<file path="src/rtl/crc32ws_pkg.sv">
`default_nettype none

package crc32ws_pkg;

  localparam logic [31:0] CRC_POLY = 32'h04C1_1DB7;
  localparam logic [31:0] CRC_INIT = 32'hFFFF_FFFF;
  localparam logic [1:0]  LAST_POS = 2'h3;

  // One byte request as seen by the accumulator
  typedef struct packed {
    logic [7:0] data;
    logic       present;
    logic       last;
  } step_t;

  // Remainder of a nibble placed in the top four bits, shifted four times
  function automatic logic [31:0] crc_nibble(input logic [3:0] nib);
    logic [31:0] r;
    r = {nib, 28'h0};
    for (int k = 0; k < 4; k++) begin
      r = r[31] ? ((r << 1) ^ CRC_POLY) : (r << 1);
    end
    return r;
  endfunction

  // 32 MSB-first shifts as eight nibble steps
  function automatic logic [31:0] crc_advance_word(input logic [31:0] crc,
                                                   input logic [31:0] word);
    logic [31:0] r;
    r = crc ^ word;
    for (int k = 0; k < 8; k++) begin
      r = {r[27:0], 4'h0} ^ crc_nibble(r[31:28]);
    end
    return r;
  endfunction

endpackage

`default_nettype wire

</file>
<file path="src/rtl/crc32ws_accum.sv">
`default_nettype none

module crc32ws_accum (
  input  wire logic                clk,
  input  wire logic                rst,
  input  wire logic                en,
  input  wire crc32ws_pkg::step_t  step,
  output logic [31:0]              result
);
  import crc32ws_pkg::*;

  logic [31:0] crc_reg, crc_reg_next;
  logic [23:0] word_accum, word_accum_next;
  logic [1:0]  bytes_in_word, bytes_in_word_next;

  logic        word_full;
  logic [23:0] acc_mid;
  logic [1:0]  cnt_mid;
  logic [31:0] adv_word;
  logic        do_adv;

  always_comb begin
    word_full = step.present && (bytes_in_word == LAST_POS);
    if (step.present && !word_full) begin
      acc_mid = word_accum | (24'(step.data) << {bytes_in_word, 3'b000});
      cnt_mid = bytes_in_word + 2'd1;
    end else if (word_full) begin
      acc_mid = '0;
      cnt_mid = '0;
    end else begin
      acc_mid = word_accum;
      cnt_mid = bytes_in_word;
    end
    // A completed word and a padded final word never occur in the same request
    adv_word = word_full ? {step.data, word_accum} : {8'h00, acc_mid};
    do_adv   = word_full || (step.last && (cnt_mid != 2'd0));
    result   = do_adv ? crc_advance_word(crc_reg, adv_word) : crc_reg;

    if (step.last) begin
      crc_reg_next       = CRC_INIT;
      word_accum_next    = '0;
      bytes_in_word_next = '0;
    end else begin
      crc_reg_next       = result;
      word_accum_next    = acc_mid;
      bytes_in_word_next = cnt_mid;
    end
  end

  always_ff @(posedge clk) begin
    if (rst) begin
      crc_reg       <= CRC_INIT;
      word_accum    <= '0;
      bytes_in_word <= '0;
    end else if (en) begin
      crc_reg       <= crc_reg_next;
      word_accum    <= word_accum_next;
      bytes_in_word <= bytes_in_word_next;
    end
  end

  a_restart: assert property (@(posedge clk) disable iff (rst)
    en && step.last |=> crc_reg == CRC_INIT && bytes_in_word == 2'd0 && word_accum == 24'd0)
    else $error("accumulator not restarted after message end");

  a_count: assert property (@(posedge clk) disable iff (rst)
    en && !step.last && step.present && bytes_in_word != LAST_POS
    |=> bytes_in_word == $past(bytes_in_word) + 2'd1)
    else $error("byte count did not advance");

  a_hold: assert property (@(posedge clk) disable iff (rst)
    !en |=> $stable(crc_reg) && $stable(bytes_in_word) && $stable(word_accum))
    else $error("state changed without a request");

endmodule

`default_nettype wire

</file>
<file path="src/rtl/crc32_word_stream_zero_pad.sv">
`default_nettype none

// channel | valid      | stall      | payload
// input   | byte_valid | byte_stall | data_byte, byte_present, last_byte
// output  | crc_valid  | crc_stall  | crc_value
//
// One request per cycle unless stalled; a CRC loads when its last request advances.
// Path: input register -> nibble-table CRC network -> output register.
// Reset (rst, sync) sets the CRC to all ones and empties both registers.
// A stalled output blocks only a request that carries the end of a message;
// byte requests keep flowing underneath a waiting CRC.

module crc32_word_stream_zero_pad (
  input  wire logic        clk,
  input  wire logic        rst,
  input  wire logic        byte_valid,
  output logic             byte_stall,
  input  wire logic [7:0]  data_byte,
  input  wire logic        byte_present,
  input  wire logic        last_byte,
  output logic             crc_valid,
  input  wire logic        crc_stall,
  output logic [31:0]      crc_value
);
  import crc32ws_pkg::*;

  logic        in_full;
  step_t       in_q;
  logic        advance;
  logic        accept;
  logic [31:0] result;

  assign advance    = in_full && (!in_q.last || !crc_valid || !crc_stall);
  assign byte_stall = in_full && !advance;
  assign accept     = byte_valid && !byte_stall;

  always_ff @(posedge clk) begin
    if (rst) begin
      in_full <= 1'b0;
    end else if (accept) begin
      in_full <= 1'b1;
    end else if (advance) begin
      in_full <= 1'b0;
    end
  end

  always_ff @(posedge clk) begin
    if (accept) begin
      in_q <= '{data: data_byte, present: byte_present, last: last_byte};
    end
  end

  crc32ws_accum u_accum (
    .clk    (clk),
    .rst    (rst),
    .en     (advance),
    .step   (in_q),
    .result (result)
  );

  always_ff @(posedge clk) begin
    if (rst) begin
      crc_valid <= 1'b0;
    end else if (advance && in_q.last) begin
      crc_valid <= 1'b1;
    end else if (!crc_stall) begin
      crc_valid <= 1'b0;
    end
  end

  always_ff @(posedge clk) begin
    if (advance && in_q.last) begin
      crc_value <= result;
    end
  end

  a_stall_cause: assert property (@(posedge clk) disable iff (rst)
    byte_stall |-> crc_valid && crc_stall && in_q.last)
    else $error("input stalled without a blocked result");

  a_result_load: assert property (@(posedge clk) disable iff (rst)
    advance && in_q.last |=> crc_valid && crc_value == $past(result))
    else $error("result not loaded");

  a_result_drain: assert property (@(posedge clk) disable iff (rst)
    crc_valid && !crc_stall && !(advance && in_q.last) |=> !crc_valid)
    else $error("result delivered twice");

endmodule

`default_nettype wire

</file>
<file path="config.mk">
export PLATFORM = sky130hd
export DESIGN_NAME = crc32_word_stream_zero_pad
export DESIGN_NICKNAME = d
export VERILOG_FILES = /design/src/rtl/crc32ws_pkg.sv /design/src/rtl/crc32ws_accum.sv /design/src/rtl/crc32_word_stream_zero_pad.sv
export SDC_FILE = /design/constraint.sdc
export NUM_CORES = 1
export LEC_CHECK = 0
export ABC_AREA = 1
export CORE_UTILIZATION = 59
export DETAILED_ROUTE_END_ITERATION = 16
export DONT_BUFFER_PORTS = 1
export HOLD_SLACK_MARGIN = 0.06
export PLACE_DENSITY = 0.75
export SETUP_SLACK_MARGIN = 0.2
export SYNTH_ARGS = -nofsm -noshare
export SYNTH_HDL_FRONTEND = slang
export SYNTH_SLANG_ARGS = --single-unit
</file>
<file path="constraint.sdc">
create_clock -name clk -period 4.7 [get_ports clk]
set_input_delay 0.94 -clock clk [delete_from_list [all_inputs] [get_ports clk]]
set_output_delay 0.94 -clock clk [all_outputs]
set_load 0.03 [all_outputs]
</file>
==> flow_metrics.tcl, run 1 <==
set metrics [dict create \
    status "finished, final reports clean" \
    cts_tree "done" \
    drt-pass1-iter-count 6 \
    die_area_um2 16600 \
    min_path_type "register to register" \
    finalSetupViolations 0 \
    period_share 0.876 \
    fin_nets 1585 \
    slowest_stage "dfxtp_1" \
    chipHeight_um 129 \
    tightest_slew_ps 1200 \
    numCtsBuffers 9 \
    max-slew-margin-rel 0.201 \
    synthDistinctLibCells 42 \
    worstPathRequired_ps 4800 \
    netlist_instances 1576 \
    hold_depth 2 \
    maxCapViolCount 0 \
    gp_routability_congestion 0.968 \
    yosys-top-cells-area "nand2_1 27%, nand3_1 15%, edfxtp_1 13%" \
    rsz0062_at_grt "no" \
    clock_latency_ps 350 \
    ys_ff_latch 102 \
    cp_max_fo 8 \
    core_um2 15800 \
    vias 10210 \
    hold_violations 0 \
    antenna_found_initial 0 \
    cts-root-buf "clkbuf_16" \
    grt_max_degree 60 \
    clk_pin_slew_ps 80 \
    clk_path_buf_depth 2 \
    crit_top_cell "nand2_1" \
    layout-drive-gt1-share 0.116 \
    drt-initial-drc-count 1443 \
    area.growth.synth_to_final_pct 5.73 \
    avgViaCountPerCell 5.70 \
    cts_setup_buffers 0 \
    avgSynthCellArea_um2 6.03 \
    cts_htree_levels 3 \
    track_usage 0.391 \
    worstPathArrival_ps 4220 \
    clock_sinks 102 \
    synth_top_area_share 0.265 \
    r2r_cells 26 \
    setup_tns_ps 0 \
    io_pins 48 \
    wl_um 32000 \
    ys.flop_type "dfxtp_1" \
    ys_warn_count 0 \
    grt_pass1_vias 8463 \
    min_period_ps 4120 \
    fmax_ghz 0.243 \
    cp-end-kind "register" \
    grt_pass1_wl_um 47900 \
    critPathMaxStageDelay_ps 500 \
    die_w_um 129 \
    worstSetupPathType "register to register" \
    synth_edf_count 42 \
    portBuffers 0 \
    drc 0 \
    ys_seq_area_frac 0.259 \
    dp_hpwl_um 25300 \
    slew_viol_final 0 \
    ant_nets 0 \
    grt-ovfl-total 0 \
    fillers 1542 \
    netlist_area_um2 9500 \
    skew_ps 12.8 \
    cp-start-kind "register" \
    synthTopCellsByCount "671 x nand2_1, 286 x nand3_1, 144 x inv_1" \
    yosysTopAreaCell "nand2_1" \
    start_util 0.600 \
    rows 46 \
    synthArstFlopShare 0 \
    diodes 0 \
    yosysMostFrequentCell "nand2_1" \
    wl_per_cell_um 17.8 \
    synth_nets 1591 \
]
## cell usage in the layout, fill, tap and decap left out, drive strengths merged
cell type  netlist  routed
clkinvlp         0       1
o211ai           2       2
a21oi           55      55
inv            157     159
xnor2           14      14
o21bai           1       1
buf             17      13
nand3b           2       2
o21ai           19      19
ha               1       1
o21a             1       1
nand3          298     298
a31oi            3       3
nand2          780     780
a21boi           6       6
nor2            25      25
edfxtp          42      42
clkinv           2       4
a31o             1       1
and2            13      13
clkbuf          13      10
nand4            5       5
dfxtp           60      60
or2              6       6
bufinv           0       1
xor2            53      53
## metal layers
metal,vias to the layer above,part of all wire,GRT usage
met4,0,0.032,0.126
met3,74,0.12,0.0931
li1,5021,-,-
met1,4605,0.43,0.552
met2,510,0.42,0.583
met5,-,0,0
## worst max-delay path: cells and delay by family (launching register included)
kind,cells,cell delay (ps)
AND/OR/NAND/NOR,23,2850
adder cells (fa/ha/maj),1,250
flip-flops,1,500
buffers and inverters,2,240
## kinds of logic (layout without fill, tap and decap cells)
kind of cell	Yosys count	count (layout)	synth area share
buf+inv	189	188	0.0805
simple gates	1129	1129	0.540
compound gates	88	88	0.0518
flops	102	102	0.259
xor+xnor	67	67	0.0669
fa+ha+maj	1	1	0.00132
## through the flow
stage	instances	hold slack (ps)	utilization	setup WS, ps	instance area (um^2)
after global routing	1791	477	0.635	270	10000
after global placement	1775	444	0.614	463	9720
after CTS	1791	460	0.634	384	10000
after floorplan	1576	431	-	1450	9500
after detailed placement	1775	449	0.614	428	9720
final	1791	459	0.635	584	10000
## worst paths after layout
check / startpoint / end / slack, ps
setup / recovery: u_accum.bytes_in_word[1] / crc_value[23] / 580
hold / removal: u_accum.word_accum[15] / u_accum.word_accum[15] / 460
setup reg to reg: u_accum.bytes_in_word[1] / crc_value[23] / 580
hold reg to reg: u_accum.word_accum[15] / u_accum.word_accum[15] / 460
## cell type report
class | instances | area (um^2) | area share
clock buffer | 10 | 229 | 0.0228
clock inverter | 6 | 82.6 | 0.00822
inverter | 159 | 604 | 0.0602
multi-input combinational | 1285 | 6300 | 0.627
sequential | 102 | 2460 | 0.245
tap | 216 | 270 | 0.0269
timing repair buffer | 13 | 97.6 | 0.00971
## what timing repair did
item                                    4_1_cts  5_1_grt
gates resized for setup                       0        3
hold buffers                                  0        0
endpoints found under the setup margin        0       40
Power of run 1 is not shown: default switching activity piles up to over one toggle a cycle in this logic, so the estimate is an artifact.
==> run 2: changes to the inputs <==
--- a/config.mk
+++ b/config.mk
@@ -6,6 +6,7 @@
 export NUM_CORES = 1
 export LEC_CHECK = 0
 export ABC_AREA = 1
+export CORE_MARGIN = 5
 export CORE_UTILIZATION = 59
 export DETAILED_ROUTE_END_ITERATION = 16
 export DONT_BUFFER_PORTS = 1
==> run 2 against run 1 <==
Effect of this change:
- fmax down 2.3%
- cell area up 0.19%
- wire length increased by 0.69%
- count of clock-buffer cells in the layout down 1
- sequential share of layout area is essentially flat
- die area rose by 13%
- utilization rose by 0.12 points
- global-route usage fell by 4.3 points
- first-iteration DRC count increased by 3.0%
- worst hold slack gained 1.5 ps
- highest routed layer unchanged
==> flow_metrics.tcl, run 2 (synthesis gave the netlist of run 1 again) <==
set metrics [dict create \
    numCtsBuffers 9 \
    status "finished, final reports clean" \
    vias 10299 \
    hold_violations 0 \
    grt_max_degree 60 \
    cp-start-kind "register" \
    cellPowerDensity_nw_per_um2 898 \
    worstSetupPathType "register to register" \
    rrSetupSlack_ps 490 \
    min_period_ps 4210 \
    fmax_ghz 0.237 \
    fin_area_um2 10100 \
    maxCapViolCount 0 \
    area.growth.synth_to_final_pct 5.93 \
    setup_tns_ps 0 \
    cp_max_fo 14 \
    min_to "u_accum.word_accum[0]" \
    peakVddDrop_uv 538 \
    diodes 0 \
    wl_um 32200 \
    ant_nets 0 \
    drc 0 \
    grt-ovfl-total 0 \
    r2r_cells 25 \
    clk_path_buf_depth 2 \
    min_path_type "register to register" \
    io_pins 48 \
    start_util 0.600 \
    rsz0062_at_grt "no" \
    period_share 0.896 \
    grt_pass1_wl_um 49400 \
    worstReg2RegStart "u_accum.bytes_in_word[1]" \
    track_usage 0.348 \
    tightest_slew_ps 1160 \
    leakagePower_uw 0.00526 \
    core_um2 15800 \
    fin_cells 1794 \
    clock_sinks 102 \
    portBuffers 0 \
    drt-pass1-iter-count 6 \
    gp_routability_congestion 0.986 \
    fin_nets 1588 \
    max-slew-margin-rel 0.224 \
    hold_start "u_accum.word_accum[0]" \
    finalSetupViolations 0 \
    antenna_found_initial 0 \
    regArea_um2 2460 \
    cts_htree_levels 3 \
    hold_slack_ps 460 \
    avgViaCountPerCell 5.74 \
    dp.cells 1778 \
    place_area_um2 9740 \
    r2r_end "crc_value[17]" \
    die_w_um 137 \
    worstPathRequired_ps 4780 \
    hold_depth 2 \
    grt_pass1_vias 8897 \
    layout-drive-gt1-share 0.117 \
    drt-initial-drc-count 1487 \
    layout_commonest_cell "nand2_1" \
    cts-root-buf "clkbuf_16" \
    cp-end-kind "register" \
    clk_pin_slew_ps 70 \
    die_area_um2 18700 \
    cts_tree "done" \
    worstPathArrival_ps 4290 \
    skew_ps 4.18 \
    mostFrequentLayoutCells "671 x nand2_1, 286 x nand3_1, 144 x inv_1" \
    chipHeight_um 137 \
    slew_viol_final 0 \
    dp_hpwl_um 26000 \
    multi_input_area_um2 6290 \
    cts_hold_buf 0 \
    rows 46 \
    wl_per_cell_um 17.9 \
    clock_latency_ps 360 \
    fillers 1524 \
]
[run 2: per-layer routing]
layer | global-route usage | vias up | routed length (um)
li1 | - | 5029 | -
met1 | 0.495 | 4687 | 13700
met2 | 0.523 | 524 | 13800
met3 | 0.0798 | 59 | 3660
met4 | 0.113 | 0 | 1090
met5 | 0 | - | 0
[run 2: layout make-up]
type	count	area share
Multi-Input combinational cell	1285	0.625
Sequential cell	102	0.245
Inverter	159	0.0600
Tap cell	216	0.0269
Clock buffer	9	0.0224
Timing Repair Buffer	16	0.0119
Clock inverter	7	0.00945
[run 2: power by group]
group	leakage [uW]	switching [uW]	total (uW)	internal, uW
clock	0.000155	368	796	427
combinational	0.00424	4910	7050	2130
sequential	0.000871	136	1200	1070
total	0.00526	5420	9040	3620
[run 2: what timing repair did]
action                                  4_1_cts  5_1_grt
endpoints found under the setup margin        0        5
gates resized for setup                       0        1
buffers inserted                              0        0
hold endpoints to repair                      0        0
[run 2: worst max-delay path: stages, from the launching register on]
cell and delay [ps]:
dfxtp_1 460, ha_1 260, buf_4 230, nand3_1 120, nand2_1 110, nand3_1 130, nand2_1 120, nand2_1 50
nand2_1 300, nand2_1 110, nand2_1 170, inv_1 80, nand2_1 80, nand2_2 130, inv_2 140, nand2_2 80
nand2_4 130, inv_2 70, nand3_1 100, nand2_2 140, nand2_1 100, nand2_2 120, nand3_1 100, nand2_1 70
xnor2_1 360, a21boi_1 160
[run 2: worst max-delay path by stage]
stage	startpoint	endpoint	slack [ps]	cells after the start
finish	u_accum.bytes_in_word[1]	crc_value[17]	490	25
global route	u_accum.bytes_in_word[1]	crc_value[17]	210	25
CTS	u_accum.bytes_in_word[0]	crc_value[17]	550	25
detailed placement	u_accum.bytes_in_word[0]	crc_value[17]	560	25
global placement	u_accum.bytes_in_word[0]	crc_value[5]	660	28
floorplan	u_accum.bytes_in_word[1]	crc_value[12]	1450	26
[run 2: stage by stage]
stage	power [uW]	utilization	setup slack (ps)
2_1_floorplan	6310	-	1450
3_3_place_gp	8050	0.616	655
3_5_place_dp	8110	0.616	563
4_1_cts	8910	0.636	547
5_1_grt	9760	0.636	209
6_report	9040	0.636	489
(Power assumes the default switching activity.)
